$ cat src/sv/lru_pkg.sv
// Package with widths, reset values and shared types of the LRU page replacement block.
package lru_pkg;

   // Fixed port field widths.
   localparam int PAGE_WIDTH        = 8;
   localparam int FRAME_INDEX_WIDTH = 4;
   localparam int COUNT_WIDTH       = 16;
   localparam int FRAME_COUNT_WIDTH = 5;

   // Reset value of the frame count register.
   localparam logic [FRAME_COUNT_WIDTH-1:0] FRAME_COUNT_RESET = 5'd4;

   // Saturation limit of the run counters.
   localparam logic [COUNT_WIDTH-1:0] COUNT_MAX = '1;

   // Default build parameters.
   localparam int DEFAULT_MAX_FRAMES = 16;
   localparam int DEFAULT_PAGE_BITS  = 8;

   // What one access does to the frame table; exactly one bit is set.
   typedef struct packed {
      logic hit;
      logic fill;
      logic evict;
   } lru_action_type;

endpackage

$ cat src/sv/lru_page_replacement.sv
// Top level of the LRU page replacement engine.
//
//  Channel  Direction  Handshake            Carries
//  req      in         req_valid/req_ready  page, start_of_run
//  rsp      out        rsp_valid/rsp_ready  hit, frame_index, evicted page, counts
//  csr      in         csr_wr_en            frame_count (5 bits), no read-back
//
// One beat is taken per cycle while rsp_ready is high. A beat waits in the input register,
// where the combinational frame lookup and table update work on it, and then moves into
// the result register, from which it shows on rsp. That lookup and update between the
// input and result registers set this rate.
// Reset empties all frames, clears both counters and sets frame_count to 4.
// While rsp_ready is low the result register holds its beat, the input register
// takes one more beat, and req_ready then drops until the result is taken.
module lru_page_replacement #(
   parameter int MAX_FRAMES = lru_pkg::DEFAULT_MAX_FRAMES,
   parameter int PAGE_BITS  = lru_pkg::DEFAULT_PAGE_BITS
) (
   input  logic                                   clock,
   input  logic                                   reset,
   input  logic                                   req_valid,
   output logic                                   req_ready,
   input  logic [lru_pkg::PAGE_WIDTH-1:0]         req_page,
   input  logic                                   req_start_of_run,
   output logic                                   rsp_valid,
   input  logic                                   rsp_ready,
   output logic                                   rsp_hit,
   output logic [lru_pkg::FRAME_INDEX_WIDTH-1:0]  rsp_frame_index,
   output logic                                   rsp_evicted_valid,
   output logic [lru_pkg::PAGE_WIDTH-1:0]         rsp_evicted_page,
   output logic [lru_pkg::COUNT_WIDTH-1:0]        rsp_fault_count,
   output logic [lru_pkg::COUNT_WIDTH-1:0]        rsp_access_count,
   input  logic                                   csr_wr_en,
   input  logic [lru_pkg::FRAME_COUNT_WIDTH-1:0]  csr_wr_data
);

   localparam int IDX_W  = (MAX_FRAMES > 1) ? $clog2(MAX_FRAMES) : 1;
   localparam int FILL_W = $clog2(MAX_FRAMES + 1);
   // Wide enough for both the frame count register and MAX_FRAMES.
   localparam int CMP_W  = 8;

   // Configuration register.
   logic [lru_pkg::FRAME_COUNT_WIDTH-1:0] frame_count_ff;
   logic [CMP_W-1:0]                      frame_count_wide;
   logic [FILL_W-1:0]                     frames_in_use;

   // Input register.
   logic                 s1_valid_ff;
   logic [PAGE_BITS-1:0] s1_page_ff;
   logic [PAGE_BITS-1:0] s1_page_in;
   logic                 s1_start_ff;
   logic [PAGE_BITS+lru_pkg::PAGE_WIDTH-1:0] page_ext;
   logic                 advance;

   // Frame table view and lookup result.
   logic [PAGE_BITS-1:0]  frame_page [MAX_FRAMES];
   logic [MAX_FRAMES-1:0] frame_valid;
   logic [IDX_W-1:0]      frame_rank [MAX_FRAMES];
   logic [FILL_W-1:0]     filled;
   lru_pkg::lru_action_type action;
   logic [IDX_W-1:0]      frame;
   logic [IDX_W-1:0]      hit_rank;
   logic [PAGE_BITS-1:0]  victim_page;

   // Run counters.
   logic [lru_pkg::COUNT_WIDTH-1:0] fault_ff;
   logic [lru_pkg::COUNT_WIDTH-1:0] fault_in;
   logic [lru_pkg::COUNT_WIDTH-1:0] access_ff;
   logic [lru_pkg::COUNT_WIDTH-1:0] access_in;
   logic [lru_pkg::COUNT_WIDTH-1:0] fault_base;
   logic [lru_pkg::COUNT_WIDTH-1:0] access_base;

   // Result register.
   logic                                  rsp_valid_ff;
   logic                                  rsp_hit_ff;
   logic [lru_pkg::FRAME_INDEX_WIDTH-1:0] rsp_frame_index_ff;
   logic [lru_pkg::FRAME_INDEX_WIDTH-1:0] rsp_frame_index_in;
   logic                                  rsp_evicted_valid_ff;
   logic [lru_pkg::PAGE_WIDTH-1:0]        rsp_evicted_page_ff;
   logic [lru_pkg::PAGE_WIDTH-1:0]        rsp_evicted_page_in;
   logic [lru_pkg::COUNT_WIDTH+IDX_W-1:0] frame_ext;
   logic [PAGE_BITS+lru_pkg::PAGE_WIDTH-1:0] victim_ext;

   always_ff @(posedge clock) begin
      if (reset) begin
         frame_count_ff <= lru_pkg::FRAME_COUNT_RESET;
      end else if (csr_wr_en) begin
         frame_count_ff <= csr_wr_data;
      end
   end

   // A frame count of zero acts as one, and anything above the build limit as the limit.
   assign frame_count_wide = CMP_W'(frame_count_ff);
   always_comb begin
      if (frame_count_wide == '0) begin
         frames_in_use = FILL_W'(1);
      end else if (frame_count_wide > CMP_W'(MAX_FRAMES)) begin
         frames_in_use = FILL_W'(MAX_FRAMES);
      end else begin
         frames_in_use = frame_count_wide[FILL_W-1:0];
      end
   end

   // The result register frees up when it is empty or being read this cycle.
   assign advance   = s1_valid_ff && (!rsp_valid_ff || rsp_ready);
   assign req_ready = !s1_valid_ff || advance;

   // Only the low PAGE_BITS bits of the page take part.
   assign page_ext   = {{PAGE_BITS{1'b0}}, req_page};
   assign s1_page_in = page_ext[PAGE_BITS-1:0];

   always_ff @(posedge clock) begin
      if (reset) begin
         s1_valid_ff <= 1'b0;
      end else if (req_ready) begin
         s1_valid_ff <= req_valid;
      end
   end

   always_ff @(posedge clock) begin
      if (req_ready && req_valid) begin
         s1_page_ff  <= s1_page_in;
         s1_start_ff <= req_start_of_run;
      end
   end

   lru_lookup #(
      .MAX_FRAMES (MAX_FRAMES),
      .PAGE_BITS  (PAGE_BITS),
      .IDX_W      (IDX_W),
      .FILL_W     (FILL_W)
   ) u_lookup (
      .page          (s1_page_ff),
      .clear         (s1_start_ff),
      .frames_in_use (frames_in_use),
      .frame_page    (frame_page),
      .frame_valid   (frame_valid),
      .frame_rank    (frame_rank),
      .filled        (filled),
      .action        (action),
      .frame         (frame),
      .hit_rank      (hit_rank),
      .victim_page   (victim_page)
   );

   // The table changes exactly when the beat moves into the result register.
   lru_frame_table #(
      .MAX_FRAMES (MAX_FRAMES),
      .PAGE_BITS  (PAGE_BITS),
      .IDX_W      (IDX_W),
      .FILL_W     (FILL_W)
   ) u_frame_table (
      .clock       (clock),
      .reset       (reset),
      .update      (advance),
      .clear       (s1_start_ff),
      .action      (action),
      .frame       (frame),
      .hit_rank    (hit_rank),
      .page        (s1_page_ff),
      .frame_page  (frame_page),
      .frame_valid (frame_valid),
      .frame_rank  (frame_rank),
      .filled      (filled)
   );

   // Counters restart with the access that opens a run and stop at their maximum.
   assign fault_base  = s1_start_ff ? '0 : fault_ff;
   assign access_base = s1_start_ff ? '0 : access_ff;
   assign fault_in    = (!action.hit && fault_base != lru_pkg::COUNT_MAX)
                        ? fault_base + 16'd1 : fault_base;
   assign access_in   = (access_base != lru_pkg::COUNT_MAX)
                        ? access_base + 16'd1 : access_base;

   always_ff @(posedge clock) begin
      if (reset) begin
         fault_ff  <= '0;
         access_ff <= '0;
      end else if (advance) begin
         fault_ff  <= fault_in;
         access_ff <= access_in;
      end
   end

   assign frame_ext           = {{lru_pkg::COUNT_WIDTH{1'b0}}, frame};
   assign rsp_frame_index_in  = frame_ext[lru_pkg::FRAME_INDEX_WIDTH-1:0];
   assign victim_ext          = {{lru_pkg::PAGE_WIDTH{1'b0}}, victim_page};
   assign rsp_evicted_page_in = action.evict ? victim_ext[lru_pkg::PAGE_WIDTH-1:0] : '0;

   always_ff @(posedge clock) begin
      if (reset) begin
         rsp_valid_ff <= 1'b0;
      end else if (advance) begin
         rsp_valid_ff <= 1'b1;
      end else if (rsp_ready) begin
         rsp_valid_ff <= 1'b0;
      end
   end

   always_ff @(posedge clock) begin
      if (advance) begin
         rsp_hit_ff           <= action.hit;
         rsp_frame_index_ff   <= rsp_frame_index_in;
         rsp_evicted_valid_ff <= action.evict;
         rsp_evicted_page_ff  <= rsp_evicted_page_in;
      end
   end

   assign rsp_valid         = rsp_valid_ff;
   assign rsp_hit           = rsp_hit_ff;
   assign rsp_frame_index   = rsp_frame_index_ff;
   assign rsp_evicted_valid = rsp_evicted_valid_ff;
   assign rsp_evicted_page  = rsp_evicted_page_ff;
   assign rsp_fault_count   = fault_ff;
   assign rsp_access_count  = access_ff;

endmodule

$ cat src/sv/lru_lookup.sv
// Parallel frame lookup: hit search, free-frame fill and LRU victim selection.
module lru_lookup #(
   parameter int MAX_FRAMES = lru_pkg::DEFAULT_MAX_FRAMES,
   parameter int PAGE_BITS  = lru_pkg::DEFAULT_PAGE_BITS,
   parameter int IDX_W      = (MAX_FRAMES > 1) ? $clog2(MAX_FRAMES) : 1,
   parameter int FILL_W     = $clog2(MAX_FRAMES + 1)
) (
   input  logic [PAGE_BITS-1:0]  page,
   input  logic                  clear,
   input  logic [FILL_W-1:0]     frames_in_use,
   input  logic [PAGE_BITS-1:0]  frame_page [MAX_FRAMES],
   input  logic [MAX_FRAMES-1:0] frame_valid,
   input  logic [IDX_W-1:0]      frame_rank [MAX_FRAMES],
   input  logic [FILL_W-1:0]     filled,
   output lru_pkg::lru_action_type action,
   output logic [IDX_W-1:0]      frame,
   output logic [IDX_W-1:0]      hit_rank,
   output logic [PAGE_BITS-1:0]  victim_page
);

   logic [FILL_W-1:0]     filled_eff;
   logic [FILL_W-1:0]     oldest_rank;
   logic [MAX_FRAMES-1:0] valid_eff;
   logic                  hit;
   logic [IDX_W-1:0]      hit_idx;
   logic [IDX_W-1:0]      victim_idx;

   // A start of run makes the table look empty for this access.
   assign filled_eff  = clear ? '0 : filled;
   assign valid_eff   = clear ? '0 : frame_valid;
   // Ranks of occupied frames are a permutation, so the oldest has rank filled-1.
   assign oldest_rank = filled_eff - FILL_W'(1);

   always_comb begin
      hit        = 1'b0;
      hit_idx    = '0;
      hit_rank   = '0;
      victim_idx = '0;
      victim_page = '0;
      // Descending scan so the lowest matching frame wins.
      for (int i = MAX_FRAMES - 1; i >= 0; i--) begin
         if (valid_eff[i] && frame_page[i] == page) begin
            hit      = 1'b1;
            hit_idx  = IDX_W'(i);
            hit_rank = frame_rank[i];
         end
         if (valid_eff[i] && FILL_W'(frame_rank[i]) == oldest_rank) begin
            victim_idx  = IDX_W'(i);
            victim_page = frame_page[i];
         end
      end
   end

   always_comb begin
      action.hit   = hit;
      action.fill  = !hit && (filled_eff < frames_in_use);
      action.evict = !hit && !(filled_eff < frames_in_use);
      if (action.hit) begin
         frame = hit_idx;
      end else if (action.fill) begin
         frame = filled_eff[IDX_W-1:0];
      end else begin
         frame = victim_idx;
      end
   end

endmodule

$ cat src/sv/lru_frame_table.sv
// Frame table registers: resident pages, valid bits, recency ranks and fill count.
module lru_frame_table #(
   parameter int MAX_FRAMES = lru_pkg::DEFAULT_MAX_FRAMES,
   parameter int PAGE_BITS  = lru_pkg::DEFAULT_PAGE_BITS,
   parameter int IDX_W      = (MAX_FRAMES > 1) ? $clog2(MAX_FRAMES) : 1,
   parameter int FILL_W     = $clog2(MAX_FRAMES + 1)
) (
   input  logic                  clock,
   input  logic                  reset,
   input  logic                  update,
   input  logic                  clear,
   input  lru_pkg::lru_action_type action,
   input  logic [IDX_W-1:0]      frame,
   input  logic [IDX_W-1:0]      hit_rank,
   input  logic [PAGE_BITS-1:0]  page,
   output logic [PAGE_BITS-1:0]  frame_page [MAX_FRAMES],
   output logic [MAX_FRAMES-1:0] frame_valid,
   output logic [IDX_W-1:0]      frame_rank [MAX_FRAMES],
   output logic [FILL_W-1:0]     filled
);

   logic [PAGE_BITS-1:0]  page_ff  [MAX_FRAMES];
   logic [PAGE_BITS-1:0]  page_in  [MAX_FRAMES];
   logic [IDX_W-1:0]      rank_ff  [MAX_FRAMES];
   logic [IDX_W-1:0]      rank_in  [MAX_FRAMES];
   logic [MAX_FRAMES-1:0] valid_ff;
   logic [MAX_FRAMES-1:0] valid_in;
   logic [FILL_W-1:0]     filled_ff;
   logic [FILL_W-1:0]     filled_in;

   always_comb begin
      logic valid_base;
      logic is_frame;
      logic age;
      for (int i = 0; i < MAX_FRAMES; i++) begin
         valid_base = !clear && valid_ff[i];
         is_frame   = (frame == IDX_W'(i));
         // A hit ages only the frames that were newer than it; a miss ages them all.
         age        = valid_base && !is_frame && (!action.hit || rank_ff[i] < hit_rank);
         valid_in[i] = valid_base || (is_frame && action.fill);
         if (is_frame) begin
            rank_in[i] = '0;
         end else if (age) begin
            rank_in[i] = rank_ff[i] + IDX_W'(1);
         end else begin
            rank_in[i] = rank_ff[i];
         end
         page_in[i] = (is_frame && !action.hit) ? page : page_ff[i];
      end
      filled_in = (clear ? '0 : filled_ff) + FILL_W'(action.fill);
   end

   always_ff @(posedge clock) begin
      if (reset) begin
         valid_ff  <= '0;
         filled_ff <= '0;
      end else if (update) begin
         valid_ff  <= valid_in;
         filled_ff <= filled_in;
      end
   end

   always_ff @(posedge clock) begin
      if (update) begin
         page_ff <= page_in;
         rank_ff <= rank_in;
      end
   end

   assign frame_page  = page_ff;
   assign frame_valid = valid_ff;
   assign frame_rank  = rank_ff;
   assign filled      = filled_ff;

endmodule

$ cat config.mk
export PLATFORM = sky130hd
export DESIGN_NAME = lru_page_replacement
export DESIGN_NICKNAME = d
export VERILOG_FILES = /design/src/sv/lru_pkg.sv /design/src/sv/lru_page_replacement.sv /design/src/sv/lru_lookup.sv /design/src/sv/lru_frame_table.sv
export SDC_FILE = /design/constraint.sdc
export NUM_CORES = 1
export LEC_CHECK = 0
export ABC_AREA = 1
export BUFFER_PORTS_ARGS = -buffer_cell sky130_fd_sc_hd__buf_2
export CORE_ASPECT_RATIO = 1.1
export CORE_MARGIN = 2
export CORE_UTILIZATION = 50
export CTS_CLUSTER_DIAMETER = 30
export DETAILED_ROUTE_END_ITERATION = 12
export PLACE_DENSITY_LB_ADDON = 0.08
export REMOVE_ABC_BUFFERS = 1
export SETUP_SLACK_MARGIN = 0.15
export SKIP_LAST_GASP = 1
export SLEW_MARGIN = 30
export SYNTH_ARGS = -nofsm -noshare
export SYNTH_HDL_FRONTEND = slang
export SYNTH_SLANG_ARGS = --single-unit
$ cat constraint.sdc
create_clock -name clock -period 6.7 [get_ports clock]
set_clock_uncertainty 0.2 [all_clocks]
set_input_delay 0.335 -clock clock [delete_from_list [all_inputs] [get_ports clock]]
set_output_delay 0.335 -clock clock [all_outputs]
set_load 0.01 [all_outputs]
==> impl_metrics.csv <==
group,metric,value,unit
routing,drt_pass1_iterations,7,
pwr,power.net_switching,1388,uW
hold_path,hp-class,"in2reg",
worst_setup_path,crit_path_top_delay_cell,"sky130_fd_sc_hd__dfxtp_1",
worst_setup_path,wp_buf_inv,1,
sta,unrepaired_setup_endpoints_after_global_routing,"no",
sta,max_slew.worst_pin.slew,0.9261,ns
logic_synthesis,ys_async_sr_fraction,0,%
clocking,cts_hold_buffers,27,
sta,period_needed,5.715,ns
outcome,outcome,"complete, no violations",
logic_synthesis,synth_seq_cells,275,
floorplan,coreArea,35220,sq um
logic_synthesis,synth-edff-count,215,
floorplan,floorplan.initialDensity,50.88,%
placement,placed_cells,2812,
global_routing,wire_length_of_the_first_global_routing_pass,87.85,mm
pwr,power.static_leakage,0.009311,uW
worst_setup_path,crit-reg2reg-capture,"u_frame_table.frame_page[72]$_DFFE_PP_",
floorplan,dieWidth,184.5,um
global_routing,grt_max_degree,40,
sta,finalMaxSlewViolations,0,
clocking,clk_slew_on_worst_s_h_paths,0.05,ns
worst_setup_path,endpoint_kind,"register",
sta,hold_viol_final,0,
routing,route.antenna.remaining_nets,0,
clocking,post-cts-setup-buffer-count,0,
placement,place.detailed.hpwl,40.50,mm
cells_and_area,area.growth.synth_to_final,19.23,%
global_routing,antenna_found_initial,0,
global_routing,grt_pass1_vias,16095,
logic_synthesis,dominant_combinational_cell_family_by_area_after_synthesis,"simple AND/OR/NAND/NOR gates",
worst_setup_path,reg2reg_depth,14,
pwr,max-vdd-ir-drop,0.0003141,V
floorplan,die_height,202.6,um
worst_setup_path,crit_path_end,"u_frame_table.frame_page[72]$_DFFE_PP_",
sta,final.setup.tns,0,ns
pwr,share_clk_of_total_power,60.6,%
clocking,clock_tree_buf_depth,3,
logic_synthesis,post_synthesis_cell_count,2305,
routing,detail_route.iter0.violations,1403,
logic_synthesis,yosys_warnings,0,
floorplan,placement_rows,72,
logic_synthesis,synth-adder-area-share,4.957,%
logic_synthesis,post-synth-top-count-cell,"sky130_fd_sc_hd__nand2_1",
worst_setup_path,crit_arrival,5.74,ns
worst_setup_path,worst-path-max-fanout,18,
routing,dr_total_vias,16434,
pwr,share_seq_of_total_power,33.9,%
routing,route.detailed.vias_per_inst,5.539,
clocking,tritoncts.num_buffers,69,
worst_setup_path,cp_slowest_stage_delay,0.89,ns
logic_synthesis,ys_top_cells_by_count,"602 x sky130_fd_sc_hd__nand2_1, 331 x sky130_fd_sc_hd__inv_1, 215 x sky130_fd_sc_hd__edfxtp_1",
worst_setup_path,startpoint_type,"register",
worst_setup_path,worst_path_dominant_cell_family,"simple AND/OR/NAND/NOR gates",
pwr,sw_share,25.06,%
worst_setup_path,worstSetupPathType,"reg2reg",
sta,max_freq,175.0,MHz
logic_synthesis,synth.lib_cells_used.distinct,62,
logic_synthesis,post_synthesis_compound_gate_area_fraction,10.65,%
global_routing,globalRouteOverflowTotal,0,
hold_path,hold_path.startpoint,"reset",
clocking,clk-insertion-delay-late,0.60,ns
sta,setup-violations-final,0,
pwr,power_report.internal_total,4151,uW
cells_and_area,finalNonFillerCells,2967,
cells_and_area,post_route_cells_drive_above_1_share,11.58,%
routing,routed_wire_length,57.29,mm
placement,port_buffers,66,
cells_and_area,fill_cells,3174,
logic_synthesis,mux_share_of_post_synthesis_cell_area,0.1676,%
global_routing,globalRouteTotalUtil,30.82,%
routing,post_dr_wirelength_cell,19.31,um
sta,final_cycle_share,85.30,%
cells_and_area,nNetsFinal,2519,
pwr,combinationalPowerShare,5.4,%
clocking,clock_tree.root_cell,"sky130_fd_sc_hd__clkbuf_16",
floorplan,die_area,37370,sq um
logic_synthesis,post_synth_main_area_contributors,"sky130_fd_sc_hd__edfxtp_1 36%, sky130_fd_sc_hd__nand2_1 13%, sky130_fd_sc_hd__inv_1 6.9%",
placement,routabilityCongestion,0.9484,
worst_setup_path,cp_cell_sequence,"inv_2 > nor2_2 > nand2_1 > nand2_2 > nor2_1 > nor4_1 > nand3_1 > nand2_1 > nor2_1 > o31ai_1 > a21oi_4 > nor2_2 > nand2_1 > nor2_1",
pwr,power_density,259.2,nW/um^2
worst_setup_path,r2r-start,"u_frame_table.filled[0]$_SDFFE_PP0P_",
clocking,cts_tree,"yes",
logic_synthesis,netlist.top_cell.by_area,"sky130_fd_sc_hd__edfxtp_1",
logic_synthesis,synth_top_area_share,36.03,%
clocking,cts.htree.levels,3,
logic_synthesis,synth_xor_area_share,5.767,%
clocking,post_cts_resize_count,0,
sta,slew_headroom,38.11,%
run,drv.max_cap_violation_count,0,
logic_synthesis,synthSimpleGateAreaFrac,26.51,%
logic_synthesis,mappedNetlistArea,17920,sq um
worst_setup_path,worst-r2r-setup-slack,0.98,ns
worst_setup_path,worstSetupPathDepth,14,
logic_synthesis,synth_area_per_cell,7.775,sq um
worst_setup_path,cp_data_required_time,6.73,ns
routing,remaining_drcs,0,
logic_synthesis,synth_sequential_area_ratio,42.73,%
logic_synthesis,dominantRegCellSynth,"sky130_fd_sc_hd__edfxtp_1",
clocking,tritoncts_num_sinks,275,
worst_setup_path,crit_path_start,"u_frame_table.filled[0]$_SDFFE_PP0P_",
floorplan,floorplan.io_pins,67,
cells_and_area,num_antenna_cells,0,
[placed cells by master, fill, tap and decap left out, drive strengths merged, types with 71 or more instances in the layout]
cell,count
clkbuf,76
buf,86
nor2,215
ha,71
nand3,109
edfxtp,215
nand2,627
a21oi,167
xor2,79
inv,359
o21ai,110
[metrics by stage]
step                utilization (%)  hold slack [ns]  instance area [sq um]  power, uW  worst slack, ns
finish                        60.66           0.1763                  21370       5539           0.9847
global route                  60.66           0.1909                  21370       5692           0.5668
CTS                           60.66           0.1489                  21370       5569            1.083
detailed placement            53.12           0.2187                  18710       2190            1.124
global placement              53.12           0.2141                  18710       2186            1.123
floorplan                         -           0.2028                  17610       2074            2.146
[kinds of logic after synthesis]
kind of cell / after synthesis
compound gates: 339
xor+xnor: 118
fa+ha+maj: 71
buf+inv: 415
flops: 275
mux: 3
simple gates: 1084
[final cells by class]
type,instances,area (sq um),share of cell area [%]
clock buffers,76,1753,8.204
clock inverters,52,635.6,2.975
inverters,355,1343,6.283
multi-input cells,1615,8615,40.32
flip-flops and latches,275,7657,35.84
well taps,481,601.8,2.816
repair buffers,113,763.2,3.572
[metal layers]
| layer | vias to the layer above | global-route usage (%) | wire length [um] |
|---|---|---|---|
| met5 | - | 0 | 0 |
| met4 | 0 | 16.29 | 2775 |
| met3 | 155 | 4.843 | 4041 |
| met2 | 749 | 51.22 | 27060 |
| met1 | 7655 | 38.60 | 23410 |
| li1 | 7875 | - | - |
[power by group through the flow]
| stage | registers (uW) | clock network [uW] | logic (uW) |
|---|---|---|---|
| 6_report | 1880 | 3360 | 302 |
| 5_1_grt | 1880 | 3490 | 326 |
| 4_1_cts | 1880 | 3400 | 296 |
| 3_5_place_dp | 1910 | 0 | 283 |
| 3_3_place_gp | 1910 | 0 | 278 |
| 2_1_floorplan | 1920 | 0 | 154 |
[worst min path at each step]
stage                                                     end  depth (start not counted)
floorplan                u_frame_table.filled[4]$_SDFFE_PP0P_                          1
global placement         u_frame_table.filled[4]$_SDFFE_PP0P_                          1
detailed placement       u_frame_table.filled[4]$_SDFFE_PP0P_                          1
CTS                 u_frame_table.frame_valid[1]$_SDFFE_PP0P_                          2
global route        u_frame_table.frame_valid[9]$_SDFFE_PP0P_                          2
finish              u_frame_table.frame_valid[1]$_SDFFE_PP0P_                          2
[state kept, by name, indices dropped and copies added, names as in the netlist]
name and flops:
u_frame_table.frame_valid 16, s1_valid_ff 1, s1_start_ff 1, u_frame_table.frame_rank 64, s1_page_ff 8, rsp_access_count 16
rsp_valid 1, rsp_evicted_valid 1, rsp_hit 1, rsp_fault_count 16, frame_count_ff 5, u_frame_table.filled 5
rsp_frame_index 4, u_frame_table.frame_page 128, rsp_evicted_page 8
Power figures use the tool's default switching activity.
